[src/rtl/core/clcs_pkg.sv]
// ----------------------------------------------------------------------------
// clcs_pkg
// Types, display opcodes and the control store of the character LCD cursor
// sequencer.
// ----------------------------------------------------------------------------
package clcs_pkg;

    typedef logic [2:0] cmd_t;

    typedef struct packed {
        cmd_t       cmd;
        logic [7:0] char_code;
    } req_item_t;

    typedef struct packed {
        logic       is_data;
        logic [7:0] bus_byte;
        logic       slow_wait;
        logic       startup_wait;
        logic       last;
    } wr_item_t;

    localparam cmd_t CMD_PUT_CHAR = 3'd0;
    localparam cmd_t CMD_CLEAR    = 3'd1;
    localparam cmd_t CMD_HOME     = 3'd2;
    localparam cmd_t CMD_CUR_ON   = 3'd3;
    localparam cmd_t CMD_CUR_OFF  = 3'd4;
    localparam cmd_t CMD_INIT     = 3'd5;

    localparam logic [7:0] CHAR_BS    = 8'd8;
    localparam logic [7:0] CHAR_LF    = 8'd10;
    localparam logic [7:0] CHAR_CR    = 8'd13;
    localparam logic [7:0] CHAR_SPACE = 8'h20;

    localparam logic [7:0] OP_CLEAR   = 8'b0000_0001;
    localparam logic [7:0] OP_HOME    = 8'b0000_0010;
    localparam logic [7:0] OP_ENTRY   = 8'b0000_0110;
    localparam logic [7:0] OP_CUR_OFF = 8'b0000_1100;
    localparam logic [7:0] OP_CUR_ON  = 8'b0000_1110;
    localparam logic [7:0] OP_LEFT    = 8'b0001_0000;
    localparam logic [7:0] OP_RIGHT   = 8'b0001_0100;
    localparam logic [7:0] OP_FUNCSET = 8'b0011_1100;
    localparam logic [7:0] OP_ROW0    = 8'b1000_0000;
    localparam logic [7:0] OP_ROW1    = 8'b1100_0000;

    typedef logic [1:0] sel_t;
    localparam sel_t SEL_CONST     = 2'd0;
    localparam sel_t SEL_CHAR      = 2'd1;
    localparam sel_t SEL_ROW_START = 2'd2;
    localparam sel_t SEL_ROW_OTHER = 2'd3;

    typedef logic [1:0] row_op_t;
    localparam row_op_t ROW_KEEP   = 2'd0;
    localparam row_op_t ROW_TOGGLE = 2'd1;
    localparam row_op_t ROW_ZERO   = 2'd2;

    typedef logic [1:0] col_op_t;
    localparam col_op_t COL_KEEP = 2'd0;
    localparam col_op_t COL_INC  = 2'd1;
    localparam col_op_t COL_DEC  = 2'd2;
    localparam col_op_t COL_ZERO = 2'd3;

    typedef logic [2:0] cond_t;
    localparam cond_t C_NEVER        = 3'd0;
    localparam cond_t C_ALWAYS       = 3'd1;
    localparam cond_t C_WRAP         = 3'd2;
    localparam cond_t C_COL0         = 3'd3;
    localparam cond_t C_PRELAST      = 3'd4;
    localparam cond_t C_CNT1         = 3'd5;
    localparam cond_t C_CNT0         = 3'd6;
    localparam cond_t C_PRELAST_CNT0 = 3'd7;

    typedef logic [4:0] pc_t;
    localparam pc_t PC_IDLE       = 5'd0;
    localparam pc_t PC_LFR_STEP   = 5'd1;
    localparam pc_t PC_LFR_WRAP   = 5'd2;
    localparam pc_t PC_LFL_TEST   = 5'd3;
    localparam pc_t PC_LFL_LEFT   = 5'd4;
    localparam pc_t PC_LFL_JUMP   = 5'd5;
    localparam pc_t PC_LFL_RIGHT  = 5'd6;
    localparam pc_t PC_BS_TEST1   = 5'd7;
    localparam pc_t PC_BS_LEFT1   = 5'd8;
    localparam pc_t PC_BS_JUMP1   = 5'd9;
    localparam pc_t PC_BS_RIGHT1  = 5'd10;
    localparam pc_t PC_BS_SPACE   = 5'd11;
    localparam pc_t PC_BS_WRAP    = 5'd12;
    localparam pc_t PC_BS_TEST2   = 5'd13;
    localparam pc_t PC_BS_LEFT2   = 5'd14;
    localparam pc_t PC_BS_JUMP2   = 5'd15;
    localparam pc_t PC_BS_RIGHT2  = 5'd16;
    localparam pc_t PC_PUT        = 5'd17;
    localparam pc_t PC_PUT_WRAP   = 5'd18;
    localparam pc_t PC_ROW_START  = 5'd19;
    localparam pc_t PC_CLEAR      = 5'd20;
    localparam pc_t PC_HOME       = 5'd21;
    localparam pc_t PC_CUR_ON     = 5'd22;
    localparam pc_t PC_CUR_OFF    = 5'd23;
    localparam pc_t PC_INIT_FUNC  = 5'd24;
    localparam pc_t PC_INIT_DISP  = 5'd25;
    localparam pc_t PC_INIT_ENTRY = 5'd26;

    typedef struct packed {
        logic       emit;
        logic       is_data;
        logic       slow;
        logic       startup;
        sel_t       sel;
        logic [7:0] const_byte;
        row_op_t    row_op;
        col_op_t    col_op;
        logic       cnt_dec;
        cond_t      c1;
        pc_t        t1;
        cond_t      c2;
        pc_t        t2;
        pc_t        t_else;
    } uword_t;

    typedef struct packed {
        logic wrap;
        logic col0;
        logic prelast;
        logic cnt1;
        logic cnt0;
    } status_t;

    function automatic uword_t rom_word(pc_t pc);
        uword_t w;
        w = '0;
        unique case (pc)
            PC_IDLE:
            begin
                w = '0;
            end
            PC_LFR_STEP:
            begin
                w.emit = 1'b1; w.const_byte = OP_RIGHT;
                w.col_op = COL_INC; w.cnt_dec = 1'b1;
                w.c1 = C_WRAP; w.t1 = PC_LFR_WRAP;
                w.c2 = C_CNT1; w.t2 = PC_IDLE;
                w.t_else = PC_LFR_STEP;
            end
            PC_LFR_WRAP:
            begin
                w.emit = 1'b1; w.sel = SEL_ROW_OTHER; w.row_op = ROW_TOGGLE;
                w.c1 = C_CNT0; w.t1 = PC_IDLE;
                w.t_else = PC_LFR_STEP;
            end
            PC_LFL_TEST:
            begin
                w.c1 = C_COL0; w.t1 = PC_LFL_JUMP;
                w.t_else = PC_LFL_LEFT;
            end
            PC_LFL_LEFT:
            begin
                w.emit = 1'b1; w.const_byte = OP_LEFT;
                w.col_op = COL_DEC; w.cnt_dec = 1'b1;
                w.c1 = C_CNT1; w.t1 = PC_IDLE;
                w.t_else = PC_LFL_TEST;
            end
            PC_LFL_JUMP:
            begin
                w.emit = 1'b1; w.sel = SEL_ROW_OTHER; w.row_op = ROW_TOGGLE;
                w.cnt_dec = 1'b1;
                w.t_else = PC_LFL_RIGHT;
            end
            PC_LFL_RIGHT:
            begin
                w.emit = 1'b1; w.const_byte = OP_RIGHT; w.col_op = COL_INC;
                w.c1 = C_PRELAST_CNT0; w.t1 = PC_IDLE;
                w.c2 = C_PRELAST; w.t2 = PC_LFL_TEST;
                w.t_else = PC_LFL_RIGHT;
            end
            PC_BS_TEST1:
            begin
                w.c1 = C_COL0; w.t1 = PC_BS_JUMP1;
                w.t_else = PC_BS_LEFT1;
            end
            PC_BS_LEFT1:
            begin
                w.emit = 1'b1; w.const_byte = OP_LEFT; w.col_op = COL_DEC;
                w.t_else = PC_BS_SPACE;
            end
            PC_BS_JUMP1:
            begin
                w.emit = 1'b1; w.sel = SEL_ROW_OTHER; w.row_op = ROW_TOGGLE;
                w.t_else = PC_BS_RIGHT1;
            end
            PC_BS_RIGHT1:
            begin
                w.emit = 1'b1; w.const_byte = OP_RIGHT; w.col_op = COL_INC;
                w.c1 = C_PRELAST; w.t1 = PC_BS_SPACE;
                w.t_else = PC_BS_RIGHT1;
            end
            PC_BS_SPACE:
            begin
                w.emit = 1'b1; w.is_data = 1'b1; w.const_byte = CHAR_SPACE;
                w.col_op = COL_INC;
                w.c1 = C_WRAP; w.t1 = PC_BS_WRAP;
                w.t_else = PC_BS_TEST2;
            end
            PC_BS_WRAP:
            begin
                w.emit = 1'b1; w.sel = SEL_ROW_OTHER; w.row_op = ROW_TOGGLE;
                w.t_else = PC_BS_TEST2;
            end
            PC_BS_TEST2:
            begin
                w.c1 = C_COL0; w.t1 = PC_BS_JUMP2;
                w.t_else = PC_BS_LEFT2;
            end
            PC_BS_LEFT2:
            begin
                w.emit = 1'b1; w.const_byte = OP_LEFT; w.col_op = COL_DEC;
                w.t_else = PC_IDLE;
            end
            PC_BS_JUMP2:
            begin
                w.emit = 1'b1; w.sel = SEL_ROW_OTHER; w.row_op = ROW_TOGGLE;
                w.t_else = PC_BS_RIGHT2;
            end
            PC_BS_RIGHT2:
            begin
                w.emit = 1'b1; w.const_byte = OP_RIGHT; w.col_op = COL_INC;
                w.c1 = C_PRELAST; w.t1 = PC_IDLE;
                w.t_else = PC_BS_RIGHT2;
            end
            PC_PUT:
            begin
                w.emit = 1'b1; w.is_data = 1'b1; w.sel = SEL_CHAR;
                w.col_op = COL_INC;
                w.c1 = C_WRAP; w.t1 = PC_PUT_WRAP;
                w.t_else = PC_IDLE;
            end
            PC_PUT_WRAP:
            begin
                w.emit = 1'b1; w.sel = SEL_ROW_OTHER; w.row_op = ROW_TOGGLE;
                w.t_else = PC_IDLE;
            end
            PC_ROW_START:
            begin
                w.emit = 1'b1; w.sel = SEL_ROW_START; w.col_op = COL_ZERO;
                w.t_else = PC_IDLE;
            end
            PC_CLEAR:
            begin
                w.emit = 1'b1; w.slow = 1'b1; w.const_byte = OP_CLEAR;
                w.t_else = PC_HOME;
            end
            PC_HOME:
            begin
                w.emit = 1'b1; w.slow = 1'b1; w.const_byte = OP_HOME;
                w.row_op = ROW_ZERO; w.col_op = COL_ZERO;
                w.t_else = PC_IDLE;
            end
            PC_CUR_ON:
            begin
                w.emit = 1'b1; w.const_byte = OP_CUR_ON;
                w.t_else = PC_IDLE;
            end
            PC_CUR_OFF:
            begin
                w.emit = 1'b1; w.const_byte = OP_CUR_OFF;
                w.t_else = PC_IDLE;
            end
            PC_INIT_FUNC:
            begin
                w.emit = 1'b1; w.startup = 1'b1; w.const_byte = OP_FUNCSET;
                w.t_else = PC_INIT_DISP;
            end
            PC_INIT_DISP:
            begin
                w.emit = 1'b1; w.const_byte = OP_CUR_OFF;
                w.t_else = PC_INIT_ENTRY;
            end
            PC_INIT_ENTRY:
            begin
                w.emit = 1'b1; w.slow = 1'b1; w.const_byte = OP_ENTRY;
                w.t_else = PC_CLEAR;
            end
            default:
            begin
                w = '0;
            end
        endcase
        return w;
    endfunction

    function automatic pc_t entry_pc(cmd_t cmd, logic [7:0] ch, logic row);
        pc_t pc;
        pc = PC_IDLE;
        unique case (cmd)
            CMD_PUT_CHAR:
            begin
                if (ch == CHAR_CR)
                    pc = PC_ROW_START;
                else if (ch == CHAR_LF)
                    pc = row ? PC_LFL_TEST : PC_LFR_STEP;
                else if (ch == CHAR_BS)
                    pc = PC_BS_TEST1;
                else
                    pc = PC_PUT;
            end
            CMD_CLEAR:   pc = PC_CLEAR;
            CMD_HOME:    pc = PC_ROW_START;
            CMD_CUR_ON:  pc = PC_CUR_ON;
            CMD_CUR_OFF: pc = PC_CUR_OFF;
            CMD_INIT:    pc = PC_INIT_FUNC;
            default:     pc = PC_IDLE;
        endcase
        return pc;
    endfunction

endpackage

[src/rtl/core/char_lcd_cursor_sequencer.sv]
// ----------------------------------------------------------------------------
// char_lcd_cursor_sequencer
// Each request item (put char, clear, home, cursor on/off, initialise) is
// turned into a run of display bus write items while the cursor row and
// column are tracked for a two-row display of COLUMNS columns. A request is
// taken only when the previous one has issued all its writes. Each write is
// one step of the sequencer, and every left move (backspace, line feed on the
// lower row) adds a decision step with no write, a line feed on the lower
// row keeping the sequencer busy longest. The microcoded step counter sets
// the pace and issues at most one write per cycle into a single output
// register, none while that register holds a write not yet taken; unused
// command codes are taken and produce no writes.
// ----------------------------------------------------------------------------
module char_lcd_cursor_sequencer
#(
    parameter int COLUMNS = 16
)
(
    input  logic                  clk,
    input  logic                  rst_n,
    input  logic                  req_valid,
    output logic                  req_ready,
    input  clcs_pkg::req_item_t   req_item,
    output logic                  wr_valid,
    input  logic                  wr_ready,
    output clcs_pkg::wr_item_t    wr_item
);

    logic                 start;
    logic                 busy;
    logic                 seq_step;
    logic                 seq_last;
    logic                 slot_free;
    logic                 row;
    logic [7:0]           bus_byte;
    logic [7:0]           char_reg;
    logic                 wr_valid_reg;
    clcs_pkg::wr_item_t   wr_item_reg;
    clcs_pkg::pc_t        entry;
    clcs_pkg::uword_t     uword;
    clcs_pkg::status_t    status;

    assign req_ready = !busy;
    assign start     = req_valid && req_ready;
    assign slot_free = !wr_valid_reg || wr_ready;
    assign entry     = clcs_pkg::entry_pc(req_item.cmd, req_item.char_code, row);

    clcs_sequencer u_seq
    (
        .clk       (clk),
        .rst_n     (rst_n),
        .start     (start),
        .entry     (entry),
        .status    (status),
        .slot_free (slot_free),
        .busy      (busy),
        .step      (seq_step),
        .last      (seq_last),
        .uword     (uword)
    );

    clcs_cursor #(.COLUMNS(COLUMNS)) u_cursor
    (
        .clk       (clk),
        .rst_n     (rst_n),
        .start     (start),
        .step      (seq_step),
        .uword     (uword),
        .char_code (char_reg),
        .row       (row),
        .status    (status),
        .bus_byte  (bus_byte)
    );

    always_ff @(posedge clk)
    begin
        if (start)
            char_reg <= req_item.char_code;
        if (seq_step && uword.emit)
        begin
            wr_item_reg.is_data      <= uword.is_data;
            wr_item_reg.bus_byte     <= bus_byte;
            wr_item_reg.slow_wait    <= uword.slow;
            wr_item_reg.startup_wait <= uword.startup;
            wr_item_reg.last         <= seq_last;
        end
    end

    always_ff @(posedge clk or negedge rst_n)
    begin
        if (!rst_n)
            wr_valid_reg <= 1'b0;
        else if (seq_step && uword.emit)
            wr_valid_reg <= 1'b1;
        else if (wr_ready)
            wr_valid_reg <= 1'b0;
    end

    assign wr_valid = wr_valid_reg;
    assign wr_item  = wr_item_reg;

    a_last_ends: assert property (@(posedge clk) disable iff (!rst_n)
        (seq_step && uword.emit && seq_last) |=> req_ready)
        else $error("Final write of a request did not return the sequencer to idle.");

    a_ignored_cmd: assert property (@(posedge clk) disable iff (!rst_n)
        (start && entry == clcs_pkg::PC_IDLE) |=> (req_ready && $stable(row)))
        else $error("Unused command code started a write run.");

endmodule

[src/rtl/core/clcs_sequencer.sv]
// ----------------------------------------------------------------------------
// clcs_sequencer
// Step counter and control store: fetches one control word per step and
// picks the next step from two prioritised conditional jumps.
// ----------------------------------------------------------------------------
module clcs_sequencer
(
    input  logic               clk,
    input  logic               rst_n,
    input  logic               start,
    input  clcs_pkg::pc_t      entry,
    input  clcs_pkg::status_t  status,
    input  logic               slot_free,
    output logic               busy,
    output logic               step,
    output logic               last,
    output clcs_pkg::uword_t   uword
);

    clcs_pkg::pc_t pc_reg;
    clcs_pkg::pc_t pc_next;
    clcs_pkg::pc_t branch_pc;

    function automatic logic cond_true(clcs_pkg::cond_t c, clcs_pkg::status_t s);
        logic r;
        r = 1'b0;
        case (c)
            clcs_pkg::C_NEVER:        r = 1'b0;
            clcs_pkg::C_ALWAYS:       r = 1'b1;
            clcs_pkg::C_WRAP:         r = s.wrap;
            clcs_pkg::C_COL0:         r = s.col0;
            clcs_pkg::C_PRELAST:      r = s.prelast;
            clcs_pkg::C_CNT1:         r = s.cnt1;
            clcs_pkg::C_CNT0:         r = s.cnt0;
            clcs_pkg::C_PRELAST_CNT0: r = s.prelast && s.cnt0;
            default:                  r = 1'b0;
        endcase
        return r;
    endfunction

    always_comb
    begin
        uword = clcs_pkg::rom_word(pc_reg);
        if (cond_true(uword.c1, status))
            branch_pc = uword.t1;
        else if (cond_true(uword.c2, status))
            branch_pc = uword.t2;
        else
            branch_pc = uword.t_else;
        busy = (pc_reg != clcs_pkg::PC_IDLE);
        step = busy && (!uword.emit || slot_free);
        last = uword.emit && (branch_pc == clcs_pkg::PC_IDLE);
        if (start)
            pc_next = entry;
        else if (step)
            pc_next = branch_pc;
        else
            pc_next = pc_reg;
    end

    always_ff @(posedge clk or negedge rst_n)
    begin
        if (!rst_n)
            pc_reg <= clcs_pkg::PC_IDLE;
        else
            pc_reg <= pc_next;
    end

endmodule

[src/rtl/core/clcs_cursor.sv]
// ----------------------------------------------------------------------------
// clcs_cursor
// Cursor datapath: row, column and step count registers, the status flags
// tested by the sequencer and the byte placed on the display bus.
// ----------------------------------------------------------------------------
module clcs_cursor
#(
    parameter int COLUMNS = 16
)
(
    input  logic               clk,
    input  logic               rst_n,
    input  logic               start,
    input  logic               step,
    input  clcs_pkg::uword_t   uword,
    input  logic [7:0]         char_code,
    output logic               row,
    output clcs_pkg::status_t  status,
    output logic [7:0]         bus_byte
);

    localparam int COL_W = $clog2(COLUMNS);
    localparam int CNT_W = $clog2(COLUMNS + 1);

    logic             row_reg;
    logic             row_next;
    logic [COL_W-1:0] col_reg;
    logic [COL_W-1:0] col_next;
    logic [CNT_W-1:0] cnt_reg;
    logic [CNT_W-1:0] cnt_next;

    always_comb
    begin
        status.wrap    = (col_reg == COL_W'(COLUMNS - 1));
        status.col0    = (col_reg == '0);
        status.prelast = (col_reg == COL_W'(COLUMNS - 2));
        status.cnt1    = (cnt_reg == CNT_W'(1));
        status.cnt0    = (cnt_reg == '0);

        row_next = row_reg;
        col_next = col_reg;
        cnt_next = cnt_reg;
        if (start)
            cnt_next = CNT_W'(COLUMNS);
        if (step)
        begin
            case (uword.row_op)
                clcs_pkg::ROW_TOGGLE: row_next = ~row_reg;
                clcs_pkg::ROW_ZERO:   row_next = 1'b0;
                default:              row_next = row_reg;
            endcase
            case (uword.col_op)
                clcs_pkg::COL_INC:  col_next = status.wrap ? '0 : col_reg + 1'b1;
                clcs_pkg::COL_DEC:  col_next = col_reg - 1'b1;
                clcs_pkg::COL_ZERO: col_next = '0;
                default:            col_next = col_reg;
            endcase
            if (uword.cnt_dec)
                cnt_next = cnt_reg - 1'b1;
        end

        case (uword.sel)
            clcs_pkg::SEL_CHAR:      bus_byte = char_code;
            clcs_pkg::SEL_ROW_START: bus_byte = row_reg ? clcs_pkg::OP_ROW1
                                                        : clcs_pkg::OP_ROW0;
            clcs_pkg::SEL_ROW_OTHER: bus_byte = row_reg ? clcs_pkg::OP_ROW0
                                                        : clcs_pkg::OP_ROW1;
            default:                 bus_byte = uword.const_byte;
        endcase
    end

    assign row = row_reg;

    always_ff @(posedge clk or negedge rst_n)
    begin
        if (!rst_n)
        begin
            row_reg <= 1'b0;
            col_reg <= '0;
            cnt_reg <= '0;
        end
        else
        begin
            row_reg <= row_next;
            col_reg <= col_next;
            cnt_reg <= cnt_next;
        end
    end

    a_col_range: assert property (@(posedge clk) disable iff (!rst_n)
        col_reg <= COL_W'(COLUMNS - 1))
        else $error("Cursor column beyond the last column.");

    a_cnt_range: assert property (@(posedge clk) disable iff (!rst_n)
        cnt_reg <= CNT_W'(COLUMNS))
        else $error("Step count beyond the row length.");

    a_toggle: assert property (@(posedge clk) disable iff (!rst_n)
        (step && uword.row_op == clcs_pkg::ROW_TOGGLE) |=> (row_reg != $past(row_reg)))
        else $error("Row jump did not change the row.");

endmodule

[config.mk]
export PLATFORM = sky130hd
export DESIGN_NAME = char_lcd_cursor_sequencer
export DESIGN_NICKNAME = d
export VERILOG_FILES = /design/src/rtl/core/clcs_pkg.sv /design/src/rtl/core/char_lcd_cursor_sequencer.sv /design/src/rtl/core/clcs_sequencer.sv /design/src/rtl/core/clcs_cursor.sv
export SDC_FILE = /design/constraint.sdc
export NUM_CORES = 1
export LEC_CHECK = 0
export BUFFER_PORTS_ARGS = -buffer_cell sky130_fd_sc_hd__buf_2
export CORE_ASPECT_RATIO = 1.2
export CORE_MARGIN = 1
export CORE_UTILIZATION = 64
export CTS_CLUSTER_DIAMETER = 50
export DETAILED_ROUTE_END_ITERATION = 16
export GPL_TIMING_DRIVEN = 0
export HOLD_SLACK_MARGIN = 0.15
export PLACE_DENSITY_LB_ADDON = 0.15
export SETUP_SLACK_MARGIN = 0.15
export SLEW_MARGIN = 20
export SYNTH_ARGS = -nofsm -noshare
export SYNTH_HDL_FRONTEND = slang
export SYNTH_SLANG_ARGS = --single-unit
[constraint.sdc]
create_clock -name clk -period 5.2 [get_ports clk]
set_input_delay 1.56 -clock clk [delete_from_list [all_inputs] [get_ports clk]]
set_output_delay 1.56 -clock clk [all_outputs]
set_load 0.05 [all_outputs]
==> flow_summary.ini, run 1 <==
[synth]
yosysSeqAreaShare_pct = 36.9
synth-edff-count = 20
synth-adder-area-share_pct = 3.69
ys_ff_latch = 36
synth_common_cells = o21ai_0, nand2_1, a21oi_1
synth_compound_area_share_pct = 28.4
yosys_most_used_dff = edfxtp_1
synth_xor_area_share_pct = 0.922
yosysMostFrequentCell = o21ai_0
synth_area_leaders = edfxtp_1, dfrtp_1, o21ai_0
syn_inst = 314
synth_warnings = 0
synth_top_family_by_area = compound AO/OA/AOI/OAI gates
async_reset_ff_share_pct = 44.4
synth.top_cell.area_share_pct = 22.1
syn_area_um2 = 2710
synthDistinctLibCells = 64
synth_area_per_cell_um2 = 8.64
synthMuxAreaShare_pct = 3.41
syn_nets = 337
synthSimpleGateAreaFrac_pct = 20.7
synth_top_area_cell = edfxtp_1

[routing]
dr.pass1.iters = 8
wl_per_cell_um = 17.2
postRouteAntennaNets = 0
drcViolationCount = 0
drt-total-wl_um = 6960
vias_per_cell = 6.37
vias = 2574
drt_iter0_markers = 222

[final_layout]
fillers = 336
largest_reg_flops = 12
fin_nets = 372
area_growth_pct = 11.2
drive_gt1_share_pct = 16.9
final_cells = 404
multi_input_comb_area_um2 = 1550
regArea_um2 = 1000
finish.utilization_pct = 75.4
diodes = 0

[clock_tree]
cts-buffers-inserted = 5
cts_tree = done
clk_latency_ns = 0.29
cts.path.max_buffers = 2
cts_hold_buf = 0
post-cts-setup-buffers = 0
htreeDepth = 2
cts_num_sinks = 36
clockRootBuffer = clkbuf_8
cts-resized-gates = 0
cts.clk_slew.worst_paths_ns = 0.07

[critical_path]
cp_cell_sequence = buf_4 > or2_2 > nor4_1 > buf_2
path_max_fanout = 10
cp-end-kind = output pin
start_kind = flip-flop
slowest_stage = nor4_1
required_ns = 3.64
crit_arrival_ns = 2.16
path_class = reg2out
max_stage_delay_ns = 0.60

[floorplan]
fp.dieH_um = 73.3
dieArea_um2 = 4510
io_pins = 29
core_area_um2 = 4000
fp-row-count = 25
fp.dieW_um = 61.4
start_util_pct = 67.8

[pwr]
power_leakage_uw = 0.00122
switching_share_pct = 52.3
p_switching_uw = 1130
p_clk_share_pct = 9.8
power.internal_uw = 1040
ir_worst_vdd_v = 0.000405
power_density_nw_per_um2 = 719
comb_power_share_pct = 66.5
finalPower_uw = 2170
seqPwrFrac_pct = 23.7

[global_route]
grt-ovfl-total = 0
track_usage_pct = 33.1
antenna_found_initial = 0
grt_pass1_wl_um = 10800
grt_pass1_vias = 2243
grt_max_degree = 17

[job]
maxCapViolCount = 0

[placement]
dp_hpwl_um = 5200
io_buffer_count = 28
dp.cells = 396
place.gp.congestion = 0.970

[timing]
relSlewSlack_pct = 48.4
whs_ns = 0.513
min_period_ns = 3.72
setup_tns_ns = 0
rsz0062_at_grt = false
setup_viol = 0
finalMaxSlewViolations = 0
worstMarginPinSlew_ns = 0.767
finClkSkew_ns = 0.00662
finalHoldViolCount = 0
clock.fmax_ghz = 0.269
finalCritPeriodShare_pct = 71.6

[outcome]
outcome = finished, final reports clean

[hold_path]
hold_class = reg2reg
==> critical path, delay by kind of cell, from the launching register on <==
kind          cells  cell delay [ns]
simple gates      2             0.94
buf+inv           2             0.56
flops             1             0.37
==> through the flow <==
step / area, um2 / setup WS, ns
finish: 3020 / 1.48
global route: 3020 / 1.47
CTS: 3020 / 1.56
detailed placement: 2920 / 1.88
global placement: 2920 / 1.86
floorplan: 2710 / 1.23
==> cells by family after synthesis <==
group | Yosys count
AOI/OAI and AO/OA | 113
and+or+nand+nor | 109
buffers and inverters | 37
DFF | 36
muxes | 9
adders and majority gates | 8
xor gates and xnor gates | 2
==> power by group through the flow <==
stage	registers (uW)	clock network [uW]	logic, uW
3_3_place_gp	517	0	1390
6_report	515	212	1440
5_1_grt	532	222	1560
3_5_place_dp	521	0	1410
2_1_floorplan	686	0	930
4_1_cts	516	212	1420
==> per-layer routing <==
metal  global-route usage (%)  share of wire (%)  wire, um
met1                     43.0                 40      2780
met2                     53.6                 50      3450
met3                     6.16                8.2       572
met4                     13.6                2.2       154
met5                        0                  0         0
==> cell usage in the layout, fill, tap and decap left out, drive strengths merged, types with 3 or more instances in the layout <==
master | Yosys | layout
a211oi | 3 | 3
a21o | 4 | 4
a21oi | 26 | 26
a22oi | 4 | 4
a31oi | 4 | 4
a32oi | 3 | 3
buf | 11 | 39
clkbuf | 12 | 19
dfrtp | 16 | 16
edfxtp | 20 | 20
ha | 8 | 8
inv | 13 | 13
mux2i | 7 | 7
nand2 | 29 | 29
nand2b | 6 | 6
nand3 | 10 | 10
nor2 | 21 | 21
nor2b | 9 | 9
nor3 | 8 | 8
nor4 | 4 | 4
o211ai | 4 | 4
o21ai | 37 | 37
o22ai | 5 | 5
o31ai | 4 | 4
or3 | 3 | 3
or4 | 3 | 3
==> layout make-up <==
class                   instances  share of cell area [%]
flip-flops and latches         36                    33.2
repair buffers                 28                    4.64
plain buffers                  23                    3.69
inverters                      14                    1.74
clock inverters                 1                   0.249
multi-input cells             241                    51.4
well taps                      54                    2.24
clock buffers                   7                    2.86
==> final timing paths <==
check / from / to / slack [ns] / depth (start not counted)
setup / recovery: u_seq.pc_reg[3] / req_ready / 1.48 / 4
hold / removal: u_cursor.cnt_reg[4] / u_cursor.cnt_reg[4] / 0.51 / 1
setup reg to reg: u_seq.pc_reg[0] / u_cursor.row / 2.34 / 9
hold reg to reg: u_cursor.cnt_reg[4] / u_cursor.cnt_reg[4] / 0.51 / 1
max in group asynchronous: rst_n / u_cursor.row / 3.76 / 1
min in group asynchronous: rst_n / u_cursor.col_reg[3] / 1.17 / 1
No activity file was read; power rests on OpenSTA's default activity.
==> inputs of run 2 (changes only) <==
--- a/config.mk
+++ b/config.mk
@@ -8,7 +8,7 @@
 export BUFFER_PORTS_ARGS = -buffer_cell sky130_fd_sc_hd__buf_2
 export CORE_ASPECT_RATIO = 1.2
 export CORE_MARGIN = 1
-export CORE_UTILIZATION = 64
+export CORE_UTILIZATION = 54
 export CTS_CLUSTER_DIAMETER = 50
 export DETAILED_ROUTE_END_ITERATION = 16
 export GPL_TIMING_DRIVEN = 0
==> constraint.sdc (replaced) <==
create_clock -name clk -period 3.1 [get_ports clk]
set_input_delay 0.93 -clock clk [delete_from_list [all_inputs] [get_ports clk]]
set_output_delay 0.93 -clock clk [all_outputs]
set_load 0.05 [all_outputs]
==> run 2 against run 1 <==
Final cell count grew 0.99%. Design area grew 0.41%. Register-to-register slack lost 2.0 ns. Setup slack lost 1.2 ns. Via count grew 1.4%. Sequential power grew 67%. Highest routed layer unchanged. Critical path depth is the same. Sequential share of layout area shrank 0.14 points. Combinational power grew 71%. Global-route usage shrank 2.7 points. Die area grew 18%. Count of clock-buffer cells in the layout is the same.
==> flow_summary.ini, run 2 (synthesis gave the netlist of run 1 again) <==
[final_layout]
fin_nets = 372
final_common_cell = buf_2
largest_reg_flops = 12
drive_gt1_share_pct = 17.4
area_growth_pct = 11.7
diodes = 0
mostFrequentLayoutCells = buf_2, o21ai_0, nand2_1, a21oi_1, nor2_1

[floorplan]
io_pins = 29
core_area_um2 = 4700
start_util_pct = 57.8
fp.dieW_um = 66.7
dieArea_um2 = 5310
fp.dieH_um = 79.7
fp-row-count = 27

[pwr]
power_density_nw_per_um2 = 1210
seqPwrFrac_pct = 23.4
switching_share_pct = 52.6
p_switching_uw = 1940
comb_power_share_pct = 66.8
finalPower_uw = 3680
ir_worst_vdd_v = 0.000607
power_leakage_uw = 0.00122
power.internal_uw = 1740
p_clk_share_pct = 9.8

[routing]
wl_per_cell_um = 18.3
drcViolationCount = 0
drt-total-wl_um = 7460
dr.max_layer_used = met4
m1WireLength_um = 3100
dr.pass1.iters = 5
drt_iter0_markers = 251
vias = 2609
wl_met3_um = 486
vias_per_cell = 6.39
postRouteAntennaNets = 0
wl_met2_um = 3650

[timing]
finalHoldViolCount = 0
setup_tns_ns = 0
setup_viol = 0
min_period_ns = 2.81
finalCritPeriodShare_pct = 90.6
finalMaxSlewViolations = 0
finClkSkew_ns = 0.0131
clock.fmax_ghz = 0.356
rsz0062_at_grt = false
relSlewSlack_pct = 52.7
worstMarginPinSlew_ns = 0.709

[critical_path]
reg2reg_to = u_cursor.row
startpoint = u_seq.pc_reg[3]
path_class = reg2out
cp-endpoint = req_ready
r2r_cells = 8
max_stage_delay_ns = 0.39
r2r-start = u_seq.pc_reg[1]
cp_cell_sequence = buf_4 > or2_2 > nor4_2 > buf_2
required_ns = 2.17
slowest_stage = dfrtp_1
start_kind = flip-flop
r2r_slack_ns = 0.33
path_max_fanout = 10
crit_arrival_ns = 1.88
cp-end-kind = output pin

[job]
maxCapViolCount = 0

[clock_tree]
cts.clk_slew.worst_paths_ns = 0.07
cts_tree = done
cts-buffers-inserted = 5
clockRootBuffer = clkbuf_8
cts_hold_buf = 0
cts.path.max_buffers = 2
clk_latency_ns = 0.30
htreeDepth = 2
cts_num_sinks = 36

[placement]
dp_hpwl_um = 5570
io_buffer_count = 28
place.gp.congestion = 0.972

[outcome]
outcome = finished, final reports clean

[global_route]
grt_max_degree = 17
grt_pass1_wl_um = 11800
grt_pass1_vias = 2424
grt-ovfl-total = 0
antenna_found_initial = 0
track_usage_pct = 30.4

[hold_path]
hold_class = reg2reg
-- run 2: cell count changes in the layout (fill, tap and decap cells not counted) --
cell      delta
buf_1        -1
clkbuf_2     +1
nor4_1       -1
nor4_2       +1
-- run 2: power by group through the flow --
stage	combinational, uW	clock [uW]	sequential [uW]
after floorplan	1570	0	1150
after global placement	2380	0	870
after detailed placement	2410	0	874
after CTS	2420	365	864
after global routing	2660	389	886
final	2460	360	862
-- run 2: timing repair --
action                                 4_1_cts  5_1_grt
setup endpoints to repair                    0        1
resized for setup                            0        1
buffers inserted                             0        0
endpoints found under the hold margin        0        0
-- run 2: layout make-up --
type                       count  area (um2)
fill                         422        1660
tap                           58        72.6
clock inverter                 1        7.51
buffer                        23         113
multi-input combinational    241        1560
inverter                      14        52.6
timing repair buffer          28         140
clock buffer                   7        86.3
sequential                    36        1000
-- run 2: layer usage --
layer	up-vias	global-route usage, %
li1	1236	-
met3	25	6.14
met4	0	14.3
met2	116	49.5
met1	1232	38.0
met5	-	0
-- run 2: worst min path at each step --
stage               cells past startpoint  slack, ns                start                   to
floorplan                               1       0.45  u_cursor.cnt_reg[4]  u_cursor.cnt_reg[4]
global placement                        1       0.47  u_cursor.cnt_reg[4]  u_cursor.cnt_reg[4]
detailed placement                      1       0.48  u_cursor.cnt_reg[4]  u_cursor.cnt_reg[4]
CTS                                     1       0.49  u_cursor.cnt_reg[4]  u_cursor.cnt_reg[4]
global route                            1       0.50  u_cursor.cnt_reg[4]  u_cursor.cnt_reg[4]
finish                                  1       0.49  u_cursor.cnt_reg[4]  u_cursor.cnt_reg[4]
-- run 2: through the flow --
| step | std cells | area, um2 | util [%] | setup slack, ns | hold slack, ns |
|---|---|---|---|---|---|
| 2_1_floorplan | 314 | 2720 | - | 0.307 | 0.451 |
| 3_3_place_gp | 400 | 2930 | 62.5 | 0.193 | 0.473 |
| 3_5_place_dp | 400 | 2940 | 62.5 | 0.297 | 0.478 |
| 4_1_cts | 408 | 3030 | 64.5 | 0.282 | 0.489 |
| 5_1_grt | 408 | 3030 | 64.6 | 0.163 | 0.499 |
| 6_report | 408 | 3030 | 64.6 | 0.291 | 0.485 |
-- run 2: worst max-delay path, delay by kind of cell, from the launching register on --
kind	cells	cell delay (ns)
and+or+nand+nor	2	0.67
DFF	1	0.39
buffers and inverters	2	0.53
==> inputs of run 3 (changes only) <==
--- a/config.mk
+++ b/config.mk
@@ -8,14 +8,14 @@
 export BUFFER_PORTS_ARGS = -buffer_cell sky130_fd_sc_hd__buf_2
 export CORE_ASPECT_RATIO = 1.2
 export CORE_MARGIN = 1
-export CORE_UTILIZATION = 54
+export CORE_UTILIZATION = 40
 export CTS_CLUSTER_DIAMETER = 50
 export DETAILED_ROUTE_END_ITERATION = 16
 export GPL_TIMING_DRIVEN = 0
 export HOLD_SLACK_MARGIN = 0.15
 export PLACE_DENSITY_LB_ADDON = 0.15
 export SETUP_SLACK_MARGIN = 0.15
-export SLEW_MARGIN = 20
+export SLEW_MARGIN = 15
 export SYNTH_ARGS = -nofsm -noshare
 export SYNTH_HDL_FRONTEND = slang
 export SYNTH_SLANG_ARGS = --single-unit
==> run 3 against run 2 <==
Non-clock buffer count unchanged. Power rose by 1.3%. Register-to-register slack hardly changed. Setup slack better by 0.053 ns. First-iteration DRC count down 6.8%. Global-route usage shrank 8.0 points. Sequential share of layout area shrank 0.55 points. Routed wire length shrank 0.80%. Critical path type is now reg2reg. Critical endpoint is now u_cursor.row. Highest routed layer unchanged.
==> flow_summary.ini, run 3 (synthesis gave the netlist of run 1 again) <==
[critical_path]
cp-end-kind = flip-flop
start_kind = flip-flop
path_max_fanout = 10
crit_arrival_ns = 2.99
required_ns = 3.33
path_class = reg2reg

[floorplan]
io_pins = 29
fp.dieH_um = 92.2
start_util_pct = 41.8
dieArea_um2 = 7120
fp.dieW_um = 77.2
fp-row-count = 32
core_area_um2 = 6490

[placement]
place.gp.congestion = 0.933
dp.cells = 427
place_ws_ns = 0.142
dp_hpwl_um = 5620
io_buffer_count = 28

[final_layout]
finish.utilization_pct = 47.5
final_common_cell = buf_2
drive_gt1_share_pct = 17.7
mostFrequentLayoutCells = buf_2, o21ai_0, nand2_1, a21oi_1, nor2_1
fillers = 661
area_growth_pct = 13.6
fin_nets = 372
diodes = 0
final_cells = 435
largest_reg_flops = 12

[clock_tree]
post-cts-setup-buffers = 0
clk_latency_ns = 0.30
clockRootBuffer = clkbuf_8
cts.clk_slew.worst_paths_ns = 0.08
cts_tree = done
cts.path.max_buffers = 2
cts-buffers-inserted = 5
htreeDepth = 2
cts_num_sinks = 36

[global_route]
grt_max_degree = 17
grt_pass1_vias = 2516
antenna_found_initial = 0
grt_pass1_wl_um = 12300
track_usage_pct = 22.4
grt-ovfl-total = 0

[timing]
finalMaxSlewViolations = 0
finalHoldViolCount = 0
setup_viol = 0
clock.fmax_ghz = 0.363
worstMarginPinSlew_ns = 0.738
finalCritPeriodShare_pct = 88.9
min_period_ns = 2.76
rsz0062_at_grt = false
relSlewSlack_pct = 50.8
setup_tns_ns = 0
worst_slack_ns = 0.344
finClkSkew_ns = 0.00839

[routing]
dr.pass1.iters = 4
postRouteAntennaNets = 0
drt_iter0_markers = 234
wl_per_cell_um = 17.0
vias_per_cell = 5.81
vias = 2526
drt-total-wl_um = 7400
drcViolationCount = 0

[pwr]
power_leakage_uw = 0.00123
power_density_nw_per_um2 = 1210
ir_worst_vdd_v = 0.000438

[outcome]
outcome = finished, final reports clean

[job]
maxCapViolCount = 0

[hold_path]
hold_class = reg2reg
==> run 3: cell count changes in the layout (fill, tap and decap cells not counted) <==
| cell | delta |
|---|---|
| clkbuf_8 | -1 |
| bufinv_16 | +1 |
| clkinv_2 | +1 |
| clkbuf_1 | -1 |
==> run 3: power by group <==
| part | internal, uW | leakage [uW] | switching (uW) | total (uW) |
|---|---|---|---|---|
| logic | 810 | 0.000789 | 1630 | 2440 |
| clock network | 238 | 0.0000541 | 186 | 424 |
| registers | 752 | 0.000391 | 111 | 864 |
==> run 3: timing repair <==
| item | in CTS | in global routing |
|---|---|---|
| endpoints found under the setup margin | 12 | 1 |
| gates resized for setup | 1 | 1 |
| hold buffers | 0 | 0 |
| pin swaps | 0 | 0 |
==> run 3: final timing paths <==
check	slack [ns]	cells after the start	end	from
hold reg to reg	0.50	1	u_cursor.cnt_reg[4]	u_cursor.cnt_reg[4]
setup reg to reg	0.34	8	u_cursor.row	u_seq.pc_reg[1]
min in group asynchronous	0.54	1	u_cursor.col_reg[1]	rst_n
max in group asynchronous	2.28	1	u_cursor.row	rst_n
hold / removal	0.50	1	u_cursor.cnt_reg[4]	u_cursor.cnt_reg[4]
setup / recovery	0.34	8	u_cursor.row	u_seq.pc_reg[1]
==> run 3: layer usage <==
layer / track usage, % / up-vias / part of all wire [%] / routed length, um
met1: 26.2 / 1209 / 43 / 3210
met3: 4.08 / 16 / 4.4 / 323
li1: - / 1236 / - / -
met4: 10.8 / 0 / 2.7 / 197
met2: 39.0 / 65 / 50 / 3660
met5: 0 / - / 0 / 0
==> run 3: layout make-up <==
class / count / area (um2) / share of cell area, %
Tap cell: 85 / 106 / 3.45
Buffer: 23 / 113 / 3.65
Inverter: 14 / 52.6 / 1.70
Clock buffer: 5 / 68.8 / 2.23
Timing Repair Buffer: 28 / 140 / 4.55
Clock inverter: 3 / 42.5 / 1.38
Sequential cell: 36 / 1000 / 32.5
Multi-Input combinational cell: 241 / 1560 / 50.6
==> run 3: critical path: stages (launching register included) <==
cell and delay [ns]:
dfrtp_1 0.35, buf_2 0.24, buf_1 0.41, clkbuf_1 0.43, nor3_1 0.11, a21oi_1 0.28
ha_1 0.29, or4_1 0.50, nand2_1 0.08
==> run 3: per-stage QoR <==
stage                     power (uW)  hold slack, ns  instance area (um2)
after floorplan                 2720           0.451                 2720
after detailed placement        3280           0.487                 2970
after CTS                       3730           0.498                 3080
final                           3730           0.495                 3080
after global placement          3260           0.479                 2970
after global routing            4010           0.524                 3080
